===== src/rtl/hfp_pkg.sv =====
// ----------------------------------------------------------------------------
// hfp_pkg
// constants, types and helpers shared by the frame parser and id responder
// ----------------------------------------------------------------------------
`timescale 1ns / 1ps

package hfp_pkg;

    localparam int ID_BYTES_DEF    = 7;
    localparam int QUEUE_DEPTH_DEF = 2;

    localparam logic [15:0] HEADER_WORD = 16'hA55A;
    localparam logic [7:0]  CMD_ID      = 8'hE4;
    localparam logic [7:0]  ID_MASK     = 8'h4A;
    localparam logic [7:0]  MIN_FRAME   = 8'd3;
    localparam logic [7:0]  CH_E        = 8'h45;
    localparam logic [7:0]  CH_3        = 8'h33;
    localparam logic [7:0]  CH_CR       = 8'h0D;
    localparam logic [7:0]  CH_LF       = 8'h0A;

    typedef struct packed {
        logic full;
        logic empty;
    } q_stat_t;

    function automatic logic [7:0] reverse8(input logic [7:0] v);
        logic [7:0] r;
        for (int k = 0; k < 8; k++)
        begin
            r[7-k] = v[k];
        end
        return r;
    endfunction

endpackage


===== src/rtl/hfp_rx_if.sv =====
// ----------------------------------------------------------------------------
// hfp_rx_if
// valid/ready channel carrying received bytes
// ----------------------------------------------------------------------------
`timescale 1ns / 1ps

interface hfp_rx_if;
    logic       valid;
    logic       ready;
    logic [7:0] rx_byte;

    modport source (output valid, output rx_byte, input ready);
    modport sink   (input valid, input rx_byte, output ready);
endinterface


===== src/rtl/hfp_reply_if.sv =====
// ----------------------------------------------------------------------------
// hfp_reply_if
// valid/ready channel carrying id reply bytes
// ----------------------------------------------------------------------------
`timescale 1ns / 1ps

interface hfp_reply_if;
    logic       valid;
    logic       ready;
    logic [7:0] reply_byte;
    logic       reply_last;

    modport source (output valid, output reply_byte, output reply_last, input ready);
    modport sink   (input valid, input reply_byte, input reply_last, output ready);
endinterface


===== src/rtl/hfp_front.sv =====
// ----------------------------------------------------------------------------
// hfp_front
// header hunt, frame tracking and id capture; pushes one job per id reply
// ----------------------------------------------------------------------------
`timescale 1ns / 1ps

module hfp_front #(
    parameter int ID_BYTES = hfp_pkg::ID_BYTES_DEF
) (
    input  logic                    clk,
    input  logic                    rst_n,
    hfp_rx_if.sink                  rx,
    input  hfp_pkg::q_stat_t        q_stat,
    output logic                    push,
    output logic [ID_BYTES*8-1:0]   push_data
);
    import hfp_pkg::*;

    localparam logic [7:0] REPLY_MIN = 8'(4 + ID_BYTES);

    logic [7:0]                 pos_reg, pos_next;
    logic [7:0]                 prev_reg, prev_next;
    logic [7:0]                 total_reg, total_next;
    logic [7:0]                 cmd_reg, cmd_next;
    logic [ID_BYTES-1:0][7:0]   id_reg, id_next;
    logic                       accept;
    logic [7:0]                 pos_inc;
    logic [7:0]                 total_eff;
    logic [7:0]                 cmd_eff;
    logic [7:0]                 id_xform;

    assign rx.ready  = !q_stat.full;
    assign accept    = rx.valid && rx.ready;
    assign pos_inc   = pos_reg + 8'd1;
    assign id_xform  = reverse8(rx.rx_byte) ^ ID_MASK;
    assign total_eff = (pos_inc == 8'd3) ? (rx.rx_byte + MIN_FRAME) : total_reg;
    assign cmd_eff   = (pos_inc == 8'd4) ? rx.rx_byte : cmd_reg;
    assign push_data = id_next;

    always_comb
    begin
        pos_next   = pos_reg;
        prev_next  = prev_reg;
        total_next = total_reg;
        cmd_next   = cmd_reg;
        id_next    = id_reg;
        push       = 1'b0;
        if (accept)
        begin
            prev_next = rx.rx_byte;
            if (pos_reg == 8'd0)
            begin
                if ({prev_reg, rx.rx_byte} == HEADER_WORD)
                begin
                    pos_next = 8'd2;
                end
            end
            else
            begin
                pos_next   = pos_inc;
                total_next = total_eff;
                cmd_next   = cmd_eff;
                for (int i = 0; i < ID_BYTES; i++)
                begin
                    if (pos_inc == 8'(5 + i))
                    begin
                        id_next[i] = id_xform;
                    end
                end
                if (pos_inc >= total_eff)
                begin
                    push       = (cmd_eff == CMD_ID) && (pos_inc >= REPLY_MIN);
                    pos_next   = 8'd0;
                    total_next = MIN_FRAME;
                    prev_next  = 8'd0;
                end
            end
        end
    end

    always_ff @(posedge clk or negedge rst_n)
    begin
        if (!rst_n)
        begin
            pos_reg   <= 8'd0;
            prev_reg  <= 8'd0;
            total_reg <= MIN_FRAME;
            cmd_reg   <= 8'd0;
        end
        else
        begin
            pos_reg   <= pos_next;
            prev_reg  <= prev_next;
            total_reg <= total_next;
            cmd_reg   <= cmd_next;
        end
    end

    always_ff @(posedge clk)
    begin
        id_reg <= id_next;
    end

endmodule


===== src/rtl/hfp_queue.sv =====
// ----------------------------------------------------------------------------
// hfp_queue
// small register queue of reply jobs between front and back
// ----------------------------------------------------------------------------
`timescale 1ns / 1ps

module hfp_queue #(
    parameter int WIDTH = 8,
    parameter int DEPTH = hfp_pkg::QUEUE_DEPTH_DEF
) (
    input  logic                clk,
    input  logic                rst_n,
    input  logic                push,
    input  logic [WIDTH-1:0]    push_data,
    input  logic                pop,
    output logic [WIDTH-1:0]    head_data,
    output hfp_pkg::q_stat_t    q_stat
);
    import hfp_pkg::*;

    localparam int PTR_W = (DEPTH > 1) ? $clog2(DEPTH) : 1;
    localparam int CNT_W = $clog2(DEPTH + 1);

    logic [DEPTH-1:0][WIDTH-1:0] entry_reg;
    logic [PTR_W-1:0]            wr_ptr_reg, wr_ptr_next;
    logic [PTR_W-1:0]            rd_ptr_reg, rd_ptr_next;
    logic [CNT_W-1:0]            count_reg, count_next;
    logic                        do_push;
    logic                        do_pop;

    assign q_stat.full  = (count_reg == CNT_W'(DEPTH));
    assign q_stat.empty = (count_reg == '0);
    assign do_push      = push && !q_stat.full;
    assign do_pop       = pop && !q_stat.empty;
    assign head_data    = entry_reg[rd_ptr_reg];

    always_comb
    begin
        wr_ptr_next = wr_ptr_reg;
        rd_ptr_next = rd_ptr_reg;
        count_next  = count_reg;
        if (do_push)
        begin
            wr_ptr_next = (wr_ptr_reg == PTR_W'(DEPTH - 1)) ? '0 : wr_ptr_reg + PTR_W'(1);
        end
        if (do_pop)
        begin
            rd_ptr_next = (rd_ptr_reg == PTR_W'(DEPTH - 1)) ? '0 : rd_ptr_reg + PTR_W'(1);
        end
        if (do_push && !do_pop)
        begin
            count_next = count_reg + CNT_W'(1);
        end
        else if (do_pop && !do_push)
        begin
            count_next = count_reg - CNT_W'(1);
        end
    end

    always_ff @(posedge clk or negedge rst_n)
    begin
        if (!rst_n)
        begin
            wr_ptr_reg <= '0;
            rd_ptr_reg <= '0;
            count_reg  <= '0;
        end
        else
        begin
            wr_ptr_reg <= wr_ptr_next;
            rd_ptr_reg <= rd_ptr_next;
            count_reg  <= count_next;
        end
    end

    always_ff @(posedge clk)
    begin
        if (do_push)
        begin
            entry_reg[wr_ptr_reg] <= push_data;
        end
    end

endmodule


===== src/rtl/hfp_back.sv =====
// ----------------------------------------------------------------------------
// hfp_back
// reply sequencer: walks one job out as 'E' '3' ids CR LF through an output register
// ----------------------------------------------------------------------------
`timescale 1ns / 1ps

module hfp_back #(
    parameter int ID_BYTES = hfp_pkg::ID_BYTES_DEF
) (
    input  logic                    clk,
    input  logic                    rst_n,
    input  logic [ID_BYTES*8-1:0]   head_data,
    input  hfp_pkg::q_stat_t        q_stat,
    output logic                    pop,
    hfp_reply_if.source             reply
);
    import hfp_pkg::*;

    localparam int REPLY_LEN = ID_BYTES + 4;
    localparam int CNT_W     = $clog2(REPLY_LEN);

    logic [CNT_W-1:0] cnt_reg, cnt_next;
    logic             valid_reg, valid_next;
    logic [7:0]       byte_reg, byte_next;
    logic             last_reg, last_next;
    logic             advance;
    logic [7:0]       sel_byte;
    logic             sel_last;

    assign advance          = !valid_reg || reply.ready;
    assign reply.valid      = valid_reg;
    assign reply.reply_byte = byte_reg;
    assign reply.reply_last = last_reg;

    always_comb
    begin
        sel_byte = CH_E;
        sel_last = 1'b0;
        if (cnt_reg == CNT_W'(0))
        begin
            sel_byte = CH_E;
        end
        else if (cnt_reg == CNT_W'(1))
        begin
            sel_byte = CH_3;
        end
        else if (cnt_reg == CNT_W'(ID_BYTES + 2))
        begin
            sel_byte = CH_CR;
        end
        else if (cnt_reg == CNT_W'(ID_BYTES + 3))
        begin
            sel_byte = CH_LF;
            sel_last = 1'b1;
        end
        else
        begin
            for (int i = 0; i < ID_BYTES; i++)
            begin
                if (cnt_reg == CNT_W'(i + 2))
                begin
                    sel_byte = head_data[i*8 +: 8];
                end
            end
        end
    end

    always_comb
    begin
        cnt_next   = cnt_reg;
        valid_next = valid_reg;
        byte_next  = byte_reg;
        last_next  = last_reg;
        pop        = 1'b0;
        if (advance)
        begin
            valid_next = !q_stat.empty;
            if (!q_stat.empty)
            begin
                byte_next = sel_byte;
                last_next = sel_last;
                if (sel_last)
                begin
                    cnt_next = '0;
                    pop      = 1'b1;
                end
                else
                begin
                    cnt_next = cnt_reg + CNT_W'(1);
                end
            end
        end
    end

    always_ff @(posedge clk or negedge rst_n)
    begin
        if (!rst_n)
        begin
            cnt_reg   <= '0;
            valid_reg <= 1'b0;
            last_reg  <= 1'b0;
        end
        else
        begin
            cnt_reg   <= cnt_next;
            valid_reg <= valid_next;
            last_reg  <= last_next;
        end
    end

    always_ff @(posedge clk)
    begin
        byte_reg <= byte_next;
    end

endmodule


===== src/rtl/header_frame_parser_id_responder_unit.sv =====
// the last frame byte writes the job into the queue, then the back registers its first reply byte
// throughput: one rx byte per cycle; an ID_BYTES+4 byte reply leaves at one byte per cycle while ready
// the input stalls only while the two-entry reply job queue is full
// reset: rst_n asynchronous active low; parser returns to header hunt, queue and output empty
// ----------------------------------------------------------------------------
// header_frame_parser_id_responder_unit
// frame parser front, reply job queue and reply sequencer back
// ----------------------------------------------------------------------------
`timescale 1ns / 1ps

module header_frame_parser_id_responder_unit #(
    parameter int ID_BYTES    = hfp_pkg::ID_BYTES_DEF,
    parameter int QUEUE_DEPTH = hfp_pkg::QUEUE_DEPTH_DEF
) (
    input  logic        clk,
    input  logic        rst_n,
    hfp_rx_if.sink      rx,
    hfp_reply_if.source reply
);
    import hfp_pkg::*;

    logic                   push;
    logic                   pop;
    logic [ID_BYTES*8-1:0]  push_data;
    logic [ID_BYTES*8-1:0]  head_data;
    q_stat_t                q_stat;

    hfp_front #(
        .ID_BYTES (ID_BYTES)
    ) u_front (
        .clk       (clk),
        .rst_n     (rst_n),
        .rx        (rx),
        .q_stat    (q_stat),
        .push      (push),
        .push_data (push_data)
    );

    hfp_queue #(
        .WIDTH (ID_BYTES * 8),
        .DEPTH (QUEUE_DEPTH)
    ) u_queue (
        .clk       (clk),
        .rst_n     (rst_n),
        .push      (push),
        .push_data (push_data),
        .pop       (pop),
        .head_data (head_data),
        .q_stat    (q_stat)
    );

    hfp_back #(
        .ID_BYTES (ID_BYTES)
    ) u_back (
        .clk       (clk),
        .rst_n     (rst_n),
        .head_data (head_data),
        .q_stat    (q_stat),
        .pop       (pop),
        .reply     (reply)
    );

endmodule


===== src/flat_wrapper.sv =====
// flat-port wrapper written by rule: the top's interface ports become plain ports
module header_frame_parser_id_responder_unit_flat import hfp_pkg::*;
#(
    parameter int ID_BYTES    = hfp_pkg::ID_BYTES_DEF,
    parameter int QUEUE_DEPTH = hfp_pkg::QUEUE_DEPTH_DEF
)
  (clk, rst_n, rx_valid, rx_rx_byte, rx_ready, reply_valid, reply_reply_byte, reply_reply_last, reply_ready);
  hfp_rx_if rx_i ();
  hfp_reply_if reply_i ();
  input  logic clk;
  input  logic rst_n;
  input wire logic [$bits(rx_i.valid)-1:0] rx_valid;
  input wire logic [$bits(rx_i.rx_byte)-1:0] rx_rx_byte;
  output wire logic [$bits(rx_i.ready)-1:0] rx_ready;
  output wire logic [$bits(reply_i.valid)-1:0] reply_valid;
  output wire logic [$bits(reply_i.reply_byte)-1:0] reply_reply_byte;
  output wire logic [$bits(reply_i.reply_last)-1:0] reply_reply_last;
  input wire logic [$bits(reply_i.ready)-1:0] reply_ready;
  assign rx_i.valid = rx_valid;
  assign rx_i.rx_byte = rx_rx_byte;
  assign rx_ready = rx_i.ready;
  assign reply_valid = reply_i.valid;
  assign reply_reply_byte = reply_i.reply_byte;
  assign reply_reply_last = reply_i.reply_last;
  assign reply_i.ready = reply_ready;
  header_frame_parser_id_responder_unit #(.ID_BYTES(ID_BYTES), .QUEUE_DEPTH(QUEUE_DEPTH)) u_core (.clk(clk), .rst_n(rst_n), .rx(rx_i), .reply(reply_i));
endmodule

===== config.mk =====
export PLATFORM = sky130hd
export DESIGN_NAME = header_frame_parser_id_responder_unit_flat
export DESIGN_NICKNAME = d
export VERILOG_FILES = /design/src/rtl/hfp_pkg.sv /design/src/rtl/hfp_rx_if.sv /design/src/rtl/hfp_reply_if.sv /design/src/rtl/hfp_front.sv /design/src/rtl/hfp_queue.sv /design/src/rtl/hfp_back.sv /design/src/rtl/header_frame_parser_id_responder_unit.sv /design/src/flat_wrapper.sv
export SDC_FILE = /design/constraint.sdc
export NUM_CORES = 1
export LEC_CHECK = 0
export ABC_CLOCK_PERIOD_IN_PS = 13800
export CORE_ASPECT_RATIO = 1.4
export CORE_UTILIZATION = 45
export CTS_BUF_LIST = sky130_fd_sc_hd__clkbuf_4
export DETAILED_ROUTE_END_ITERATION = 8
export DONT_BUFFER_PORTS = 1
export GPL_TIMING_DRIVEN = 0
export PLACE_DENSITY_LB_ADDON = 0.1
export SETUP_SLACK_MARGIN = 0.4
export SYNTH_ARGS = -nofsm -noshare
export SYNTH_HDL_FRONTEND = slang
export SYNTH_HIERARCHICAL = 1
export SYNTH_SLANG_ARGS = --single-unit

===== constraint.sdc =====
create_clock -name clk -period 13.8 [get_ports clk]
set_clock_uncertainty 0.1 [all_clocks]
set_input_delay 1.38 -clock clk [delete_from_list [all_inputs] [get_ports clk]]
set_output_delay 1.38 -clock clk [all_outputs]
set_load 0.05 [all_outputs]

==> implementation parameters <==
Parameter                              Value

Run status
  Status    completed

Pwr
  Worst IR drop on VDD    112 uV
  Static Leak    4.31 nW
  Power density over the cells    169 mW/mm^2

STA
  Slew at the pin closest to its max-slew limit    1.11 ns
  Final Hold Viols    0
  Portion of the clock cycle consumed by the worst path in the final layout    38.6%
  Fmax    between 150 and 200 MHz
  Relative max-transition margin    26.0%
  Final setup vio count    0
  Clock period minus worst slack    between 5 and 6 ns
  RSZ-0062 raised after global routing    false
  Post-route setup slack    8.48 ns
  Total count of max-transition violations in the final report    0
  Total negative setup slack    0 ns

Logic synthesis
  Multiplexer fraction of the synthesized cell area    15.1%
  Register area share after synthesis    59.4%
  Share of flip-flops with an asynchronous set or reset after synthesis    about a fifth
  Most used flip-flop cell after synthesis    edfxtp_1
  Warnings from Yosys    6
  Main combinational cell family by area after synthesis    multiplexers
  Synthesized netlist net count    754
  Number of enable-type register cells in the synthesized netlist    120
  Cell types occupying the most area after synthesis    edfxtp_1, dfxtp_1, dfrtp_1
  Post-synth top area share    37.1%
  Count of state elements after synthesis    approximately 220
  Area share of xor/xnor cells in the synthesized design    1.26%
  Total standard cell area after synthesis    0.00972 mm^2
  Top cell type by total area after synthesis    edfxtp_1
  Complex-gate fraction of the synthesized area    8.93%
  Post-Synthesis Mean Instance Area    roughly 13 um^2
  Cell count after synthesis    721
  Synthesized-area fraction occupied by adder cells    2.70%
  Basic-gate share of the synthesized area counting and, or, nand and nor cells    8.56%
  Number of different library cells in the post-synthesis netlist    74

Critical path
  Peak fanout along the critical path    56
  Kind of critical path    reg2reg
  Length in cells of the worst reg-to-reg path    14
  Critical Path AT    5.49 ns
  Nature of the critical path endpoint    register
  Critical register-to-register path endpoint    u_core/u_queue/entry_reg[61]$_DFFE_PP_
  Required @ worst endpoint    13.97 ns
  Setup slack of the most critical reg-to-reg path    8.48 ns
  Sort of element at the start of the critical path    register
  Launch point of the worst path    u_core/u_front/pos_reg[0]$_DFFE_PN0P_
  Reg-to-reg critical path startpoint    u_core/u_front/pos_reg[0]$_DFFE_PN0P_

Min path
  Worst hold-check path type    in2async

Floorplanning
  Core outline area    between 0.02 and 0.025 mm^2
  Initial core utilization    between 40% and 50%
  Count of standard-cell rows    63
  Die boundary height    176 um
  I/O pin cnt    23
  DIE AREA    between 0.02 and 0.025 mm^2
  Floorplan die width    126 um

Clocking
  Maximum buffer depth of the clock tree    3
  H-tree level count    2
  Number of setup buffers added after CTS    0
  Clock Sinks    218
  Clock root cell    clkbuf_4
  Clock transition at the registers of the reported paths    0.07 ns
  CTS tree    done
  Quantity of gates resized following cts    0
  Clock network latency to the later pin of the worst-skew pair    about 0.7 ns
  Count of hold buffers inserted by post-cts repair    0
  Number of clock buffers inserted by TritonCTS    53

Routing
  First drt pass iteration count    7
  Number of design-rule violations left by the first detailed-router iteration    between 200 and 300
  Antenna viol nets, final    0
  Average detailed-routed wire length per instance    20.9 um
  Post-route DRC violation count    0
  Vias    approximately 6.0k
  Detailed-route wire length    22700 um
  Vias per std cell    between 5 and 6

Finish
  Fraction of final layout cells with drive strength greater than 1    ~30%
  Most used cells in the layout excluding fill and tap cells    edfxtp_1, clkbuf_4, mux2_2
  Final core utilization    51.0%
  Nets    811
  Most common cell after layout, fill and taps aside    edfxtp_1
  Flip-flop count of the largest register after layout    112
  Post-synthesis to final-layout area growth    11.3%

Placement
  Worst Setup Slack post-DPL    7.97 ns
  Estimated wirelength of the detail-placed design    roughly 15000 um
  Gpl congestion    0.880
  Number of buffers inserted by port buffering    0

Global route
  Number of global-route vias before repair    between 6k and 7k
  Aggregate global routing overflow    0
  Total track usage    21.2%
  Global-route wire length before repair    35100 um
  Largest net degree at the start of global routing    57
  Number of antenna violations at the first check in global routing    1

Run
  MaxCap Viol Count    0
==> synth_stat cells (13+ instances only) <==
| cell type | n |
|---|---|
| nand2_1 | 38 |
| ha_1 | 21 |
| dfxtp_1 | 56 |
| a21oi_1 | 23 |
| mux2_4 | 32 |
| nor2_1 | 20 |
| dfrtp_1 | 40 |
| nand2b_1 | 13 |
| mux2i_1 | 15 |
| buf_2 | 17 |
| nand3_1 | 14 |
| inv_1 | 38 |
| o21ai_0 | 23 |
| mux2_2 | 74 |
| edfxtp_1 | 120 |
==> how the worst max path moves through the flow <==
| stage | end | slack (ns) | cells after the start |
|---|---|---|---|
| after global placement | u_core/u_queue/entry_reg[49]$_DFFE_PP_ | 4.66 | 16 |
| after detailed placement | u_core/u_queue/entry_reg[65]$_DFFE_PP_ | 7.97 | 15 |
| after global routing | u_core/u_queue/entry_reg[61]$_DFFE_PP_ | 8.17 | 14 |
| after CTS | u_core/u_queue/entry_reg[92]$_DFFE_PP_ | 8.48 | 14 |
| after floorplan | u_core/u_queue/entry_reg[0]$_DFFE_PP_ | 7.25 | 16 |
| final | u_core/u_queue/entry_reg[61]$_DFFE_PP_ | 8.48 | 14 |
==> stage by stage <==
step | instance area, um^2 | cells | hold slack [ns] | power (mW)
floorplan | 9720 | 721 | 0.340 | 1.20
global route | 10800 | 1084 | 0.219 | 1.94
finish | 10800 | 1084 | 0.277 | 1.83
global placement | 10000 | 981 | 0.350 | 1.27
detailed placement | 10100 | 983 | 0.369 | 1.30
CTS | 10800 | 1083 | 0.227 | 1.85
==> per-layer routing <==
| layer | vias to the layer above | global-route usage [%] | wire (um) |
|---|---|---|---|
| met3 | 49 | 4.48 | 945 |
| met1 | 2972 | 24.7 | 9360 |
| met2 | 160 | 37.6 | 11600 |
| li1 | 2819 | - | - |
| met5 | - | 0 | 0 |
| met4 | 0 | 9.14 | 765 |
==> cell families (layout without fill, tap and decap cells) <==
group / count (synthesis) / after routing
flip-flops: 218 / 218
AND/OR/NAND/NOR: 147 / 147
AO/OA/AOI/OAI: 122 / 122
multiplexers: 121 / 121
buffers and inverters: 78 / 180
adder cells (fa/ha/maj): 21 / 21
XOR/XNOR: 14 / 14
other: 0 / 1
==> power by group <==
group,internal (mW),switching [mW],total [mW]
clock network,0.283,0.257,0.540
logic,0.171,0.234,0.405
registers,0.843,0.0439,0.887
==> layout make-up <==
type / count / area (um^2)
Clock buffer: 79 / 593
Timing Repair Buffer: 2 / 47.5
Multi-Input combinational cell: 425 / 3560
Tap cell: 260 / 325
Clock inverter: 21 / 118
Fill cell: 1863 / 10400
Sequential cell: 218 / 5780
Inverter: 39 / 146
Buffer: 39 / 250
Antenna cell: 1 / 2.50
==> worst max-delay path, cell delays in order, from the launching register on <==
cell and delay, ns:
dfrtp_1 0.51, ha_1 0.35, and3_1 0.25, nor3_1 0.30
a31oi_4 0.13, nor3b_2 0.49, mux2_2 0.40, ha_1 0.30
nand2_1 0.05, o21ai_0 0.16, a221oi_1 0.14, o21ai_0 0.40
o211ai_1 0.19, a21oi_1 0.25, and3_4 0.82
Power figures use the tool's default switching activity.
